**config.mk**
```make
export PLATFORM = sky130hd
export DESIGN_NAME = lge_cell
export DESIGN_NICKNAME = d
export VERILOG_FILES = /design/src/rtl/lge_pkg.sv /design/src/rtl/lge_cell.sv
export SDC_FILE = /design/constraint.sdc
export NUM_CORES = 1
export LEC_CHECK = 0
export ABC_AREA = 1
export BUFFER_PORTS_ARGS = -buffer_cell sky130_fd_sc_hd__buf_2
export CAP_MARGIN = 20
export CORE_AREA = 2 2 39 41
export CTS_CLUSTER_SIZE = 24
export DETAILED_ROUTE_END_ITERATION = 16
export DIE_AREA = 0 0 41 43
export PLACE_DENSITY = 0.5
export SLEW_MARGIN = 20
export SYNTH_ARGS = -nofsm -noshare
export SYNTH_HDL_FRONTEND = slang
export SYNTH_SLANG_ARGS = --single-unit
```
**constraint.sdc**
```tcl
create_clock -name clk -period 4.2 [get_ports clk]
set_clock_uncertainty 0.1 [all_clocks]
set_input_delay 0.63 -clock clk [delete_from_list [all_inputs] [get_ports clk]]
set_output_delay 0.63 -clock clk [all_outputs]
set_load 0.05 [all_outputs]
```
**src/rtl/lge_pkg.sv**
```systemverilog
`default_nettype none
package lge_pkg;

	// Default grid bounds
	localparam int MAX_ROWS_DEF = 64;
	localparam int MAX_COLS_DEF = 64;

	// Register width and reset value of the grid size registers
	localparam int GRID_W = 7;
	localparam logic [GRID_W-1:0] GRID_RESET = 7'd64;

	// Configuration register indexes
	localparam int CFG_IDX_W = 2;
	localparam logic [CFG_IDX_W-1:0] CFG_GRID_ROWS = 2'd0;
	localparam logic [CFG_IDX_W-1:0] CFG_GRID_COLS = 2'd1;

	// Operation codes
	localparam int MODE_W = 3;
	localparam logic [MODE_W-1:0] MODE_WRITE   = 3'd0;
	localparam logic [MODE_W-1:0] MODE_TOGGLE  = 3'd1;
	localparam logic [MODE_W-1:0] MODE_ADVANCE = 3'd2;
	localparam logic [MODE_W-1:0] MODE_CLEAR   = 3'd3;
	localparam logic [MODE_W-1:0] MODE_READ    = 3'd4;

	// Life rule neighbour counts
	localparam logic [3:0] LIFE_STAY  = 4'd2;
	localparam logic [3:0] LIFE_BIRTH = 4'd3;

	typedef enum logic [2:0] {
		ST_IDLE,
		ST_CELL,
		ST_ADVANCE,
		ST_CLEAR,
		ST_DONE
	} lge_state_t;

	// Control of the window held in the cell row
	typedef struct packed {
		logic shift;
		logic clear;
	} lge_win_ctrl_t;

endpackage
`default_nettype wire

```
**src/rtl/lge_cell.sv**
```systemverilog
`default_nettype none
module lge_cell (
	input  wire logic                  clk,
	input  wire logic                  arst_n,
	input  wire lge_pkg::lge_win_ctrl_t ctrl,
	input  wire logic                  in_bit,
	input  wire logic [2:0]            left_col,
	input  wire logic [2:0]            right_col,
	output logic      [2:0]            col_bits,
	output logic                       next_bit
);

	import lge_pkg::*;

	// bit 2 newest row, bit 1 row under update, bit 0 row above it
	logic [2:0] col_q;
	logic [3:0] count;

	always_ff @(posedge clk or negedge arst_n) begin
		if (!arst_n) begin
			col_q <= '0;
		end else if (ctrl.clear) begin
			col_q <= '0;
		end else if (ctrl.shift) begin
			col_q <= {in_bit, col_q[2:1]};
		end
	end

	always_comb begin
		count = 4'($countones({left_col, right_col, col_q[2], col_q[0]}));
		if (col_q[1]) begin
			next_bit = (count == LIFE_STAY) || (count == LIFE_BIRTH);
		end else begin
			next_bit = (count == LIFE_BIRTH);
		end
	end

	assign col_bits = col_q;

endmodule
`default_nettype wire

```
Word-level counts from Yosys, hierarchy flattened
Index checks and enable logic that the tools add are counted.
Widths: inputs -> output; s select.
{"block": "classes", "n_addsub": 7, "multipliers": 0, "div_mod_pow": 0, "magnitude_cmp": 0, "n_eq_ne": 2, "shift": 0, "mux": 3, "bitwise": 0, "n_reduce_logical": 2}
{"cell": "$add 1x1->2", "count": 4}
{"cell": "$eq 4x2->1 const B", "count": 2}
{"cell": "$add 2x2->3", "count": 2}
{"cell": "$mux 3", "count": 2}
{"cell": "$add 3x3->4", "count": 1}
{"cell": "$reduce_bool 2->1", "count": 1}
{"cell": "$logic_or 1x1->1", "count": 1}
{"cell": "$mux 1", "count": 1}
{"block": "word_totals", "register_bits": 3, "latchBits": 0, "ramBits": 0, "mem_bits_ro": 0, "output_inout_bits": 4, "memories": 0}

Longest topological paths before layout
{"block": "logic_depth", "word_depth": 6, "mapped_depth": 11, "mapped_depth_nobuf": 11}

Worst setup path after synthesis
OpenSTA, ideal clock, no wires.
{"block": "synth_timing", "kind": "input to output", "start": "input left_col[0]", "end": "output next_bit", "arrival_time_ps": 3644, "required_time_ps": 3470, "slack_ps": -174, "stages": 9, "cell_sequence": "inv_1 -> fa_1 -> fa_1 -> fa_1 -> inv_1 -> ha_1 -> fa_1 -> nand3_1 -> a21oi_1"}
{"block": "synth_between", "elab_chain_cells": 6, "elab_cells_between_ends": 7}
{"item": "start: declaration", "line_no": "lge_cell.sv:7", "rtl": "input wire logic [2:0] left_col,"}
{"item": "$add 1x1->2 (implied by the code) *", "line_no": "lge_cell.sv:30", "rtl": "count = 4'($countones({left_col, right_col, col_q[2], col_q[0]}));"}
{"item": "$add 2x2->3 (implied by the code) *", "line_no": "lge_cell.sv:30"}
{"item": "$add 3x3->4 (implied by the code) *", "line_no": "lge_cell.sv:30"}
{"item": "$eq 4x2->1 (on tied branches)", "line_no": "lge_cell.sv:32, lge_cell.sv:34"}
{"item": "$logic_or 1x1->1", "line_no": "lge_cell.sv:32", "rtl": "next_bit = (count == LIFE_STAY) || (count == LIFE_BIRTH);"}
{"item": "$mux 1 *", "line_no": "lge_cell.sv:31", "rtl": "if (col_q[1]) begin"}
{"item": "end: declaration", "line_no": "lge_cell.sv:10", "rtl": "output logic next_bit"}
Mark *: on every way between the ends. The rest lies on a longest branch, timed or not.

Worst setup path in the final report
Ends and elaborated chain as after synthesis.

==> summary.md <==
| Metric | Value |
|---|---|
| TritonCTS buffer count | `3` |
| Fillers | `151` |
| Placed insts | `68` |
| Vias per std cell | `3.847` |
| First drt pass iteration count | `1` |
| Power Density | `between 300 and 400 nW/µm²` |
| Cell count after synthesis | `38` |
| Sequential cell fraction of total power | `approximately a fifth` |
| Final Instance Count excl. Fillers | `72` |
| Slowest stage delay, CP | `approximately 0.54 ns` |
| Req. time, crit path | `about 3.5 ns` |
| DIE AREA | `between 1500 and 2000 µm²` |
| GRT Util Overall | `8.652%` |
| TritonCTS clock tree | `yes` |
| Reg clk slew, reported paths | `0.04 ns` |
| Layout cells sized above 1 | `35.71%` |
| Critical Path Source Type | `input pin` |
| Commonest cells post-synth | `inv_1 (16), fa_1 (4), nand2_1 (4)` |
| Initial DRC count | `0` |
| Critical Path Most Common Cell | `fa_1` |
| Area of the multi-input gates | `186.4 µm²` |
| Post-Syn Nets | `56` |
| N_diodes | `0` |
| Vias in the first global route | `282` |
| GPL Wtd Cong | `0.6781` |
| Critical path fanouts, max | `2` |
| Kind of end point of the critical path | `output pin` |
| Post-synth top area share | `25.20%` |
| H-tree depth | `1` |
| Post-synth cell types | `10` |
| Area growth from synthesis to layout | `38.58%` |
| Critical path arrival | `3.34 ns` |
| Most numerous cell in the Yosys netlist | `inv_1` |
| Max Cap Viol | `0` |
| Final min period | `4.068 ns` |
| Reg2reg end | `col_bits[1]` |
| Worst slew pin tran | `0.2471 ns` |
| Largest net degree at the start of global routing | `4` |
| Number of buffers added on ports | `14` |
| Postcts setup bufs | `0` |
| Worst Setup SP | `left_col[0]` |
| Final Hold Vio Count | `0` |
| Post-synth EDFFs | `0` |
| Longest Clk Path Bufs | `2` |
| Die Span X | `41 µm` |
| Top post-synthesis cells by area | `fa_1 (25%), dfrtp_1 (24%), inv_1 (19%), ha_1 (12%), nand3_1 (4.7%)` |
| Sequential share of the synthesized area | `23.62%` |
| CTS root buf | `clkbuf_4` |
| P_leak | `0.2624 nW` |
| Final net count | `75` |
| Clk pwr share | `between 30% and 40%` |
| Top_reg_cell synth | `dfrtp_1` |
| Reg2Reg Depth | `2` |
| Via count | `277` |
| Max Clock Freq | `0.2458 GHz` |
| Reg2Reg Setup Slack | `3.38 ns` |
| Synth async-reset ratio | `100.0%` |
| Switching portion of total power | `roughly 39%` |
| Run status | `completed` |
| Initial Utilization | `22.97%` |
| Critical path cell sequence | `buf_2 > inv_1 > fa_1 > fa_1 > fa_1 > inv_1 > ha_1 > fa_1 > nand3_1 > a21oi_2 > buf_4` |
| CP endpoint | `next_bit` |
| Grt total ovfl | `0` |
| Worst slack, placed | `0.07343 ns` |
| # rows | `14` |
| Combinational fraction of design power | `47.9%` |
| Internal power | `94.16 µW` |
| P_sw | `a little over 60 µW` |
| Setup_tns | `0 ns` |
| Final setup violation count | `0` |
| Initial antenna violation count | `0` |
| Mapped cell area | `317.8 µm²` |
| Worst setup margin | `0.1324 ns` |
| Post-route ant nets | `0` |
| # IOs | `15` |
| Die height | `43 µm` |
| Overall routed net length | `558 µm` |
| Clock sink count | `3` |
| Slowest CP cell | `fa_1` |
| Period utilisation layout | `96.85%` |
| Worst R2R Start | `col_bits[2]` |
| DRC Markers | `0` |
| Max FFs per register | `3` |
| RSZ-0062 raised after global routing | `false` |
| Synth area leader | `fa_1` |
| Max-slew headroom | `around 84%` |
| Worst Hold Slack | `between 0.08 and 0.09 ns` |
| Syn avg cell area | `about 8.4 µm²` |
| First-pass GRT wire length | `1.041 mm` |
| Avg WL per Cell | `slightly below 8 µm` |
| Synth warn | `0` |
| Clk_lat worst skew | `0.23 ns` |
| Peak supply drop | `164.7 µV` |
| Yosys reg bits | `3` |
| Hold Path Class | `input pin to asynchronous set/reset pin` |
| Critical setup path kind | `input pin to output pin` |
| Register area | `75.07 µm²` |
| DP HPWL | `between 500 and 600 µm` |
| Slew Limit Fails | `0` |
| CORE AREA | `~1400 µm²` |
what timing repair did:
action / 4_1_cts / 5_1_grt
setup endpoints to repair: 0 / 1
gates resized for setup: 0 / 2
hold buffers: 0 / 0
endpoints found under the hold margin: 0 / 0
metal layers:
metal | vias to the layer above | global-route usage [%] | wire, µm
met2 | 7 | 12.19 | 311
met3 | 0 | 0 | 25
li1 | 146 | - | -
met1 | 124 | 11.33 | 221
met4 | 0 | 8.000 | 0
met5 | - | 0 | 0
layout make-up:
type                    instances  area share, %
well taps                      16          4.545
inverters                      16          13.64
multi-input cells              19          42.33
clock buffers                   4          5.966
repair buffers                 14          16.48
flip-flops and latches          3          17.05
placed cells by master (no fill, tap or decap):
cell | Yosys | final
o21ai_2 | 1 | 1
o22ai_1 | 2 | 2
buf_2 | 0 | 13
nand2_1 | 4 | 4
dfrtp_1 | 3 | 3
or2_4 | 1 | 1
clkbuf_1 | 0 | 1
clkbuf_4 | 0 | 3
buf_4 | 0 | 1
inv_1 | 16 | 16
nand3_1 | 3 | 3
fa_1 | 4 | 4
a21oi_2 | 0 | 1
ha_1 | 3 | 3
kinds of logic (layout without fill, tap and decap cells):
family	count (synthesis)	after routing	share of synthesized area [%]
buffers and inverters	16	34	18.90
DFF	3	3	23.62
and+or+nand+nor	8	8	12.20
AOI/OAI and AO/OA	4	4	8.266
adders and majority gates	7	7	37.01
power groups by stage:
stage | clock (mW) | sequential (mW) | combinational [mW]
6_report | 0.0501 | 0.0305 | 0.0741
4_1_cts | 0.0527 | 0.0306 | 0.0733
2_1_floorplan | 0 | 0.0345 | 0.0522
3_5_place_dp | 0 | 0.0309 | 0.0730
5_1_grt | 0.0548 | 0.0307 | 0.0867
3_3_place_gp | 0 | 0.0309 | 0.0719
critical path, delay by kind of cell:
kind                     cells  cell delay [ns]
adder cells (fa/ha/maj)      5             2.15
AO/OA/AOI/OAI                1             0.10
buffers and inverters        4             0.35
AND/OR/NAND/NOR              1             0.09
worst min-delay path by stage:
stage | to | start | cells after the start | slack, ns
2_1_floorplan | col_bits[0] | arst_n | 0 | 0.23
3_3_place_gp | col_bits[1] | arst_n | 1 | 0.33
3_5_place_dp | col_bits[0] | arst_n | 1 | 0.33
4_1_cts | col_bits[1] | arst_n | 1 | 0.08
5_1_grt | col_bits[1] | arst_n | 1 | 0.08
6_report | col_bits[0] | arst_n | 1 | 0.09
metrics by stage:
stage | util, % | instance area (µm²) | power [mW]
after global routing | 31.83 | 440.4 | 0.1722
after floorplan | - | 321.6 | 0.08679
after detailed placement | 29.75 | 411.6 | 0.1039
after CTS | 31.65 | 437.9 | 0.1565
after global placement | 29.75 | 411.6 | 0.1028
final | 31.83 | 440.4 | 0.1547
No activity file was read; power rests on OpenSTA's default activity.
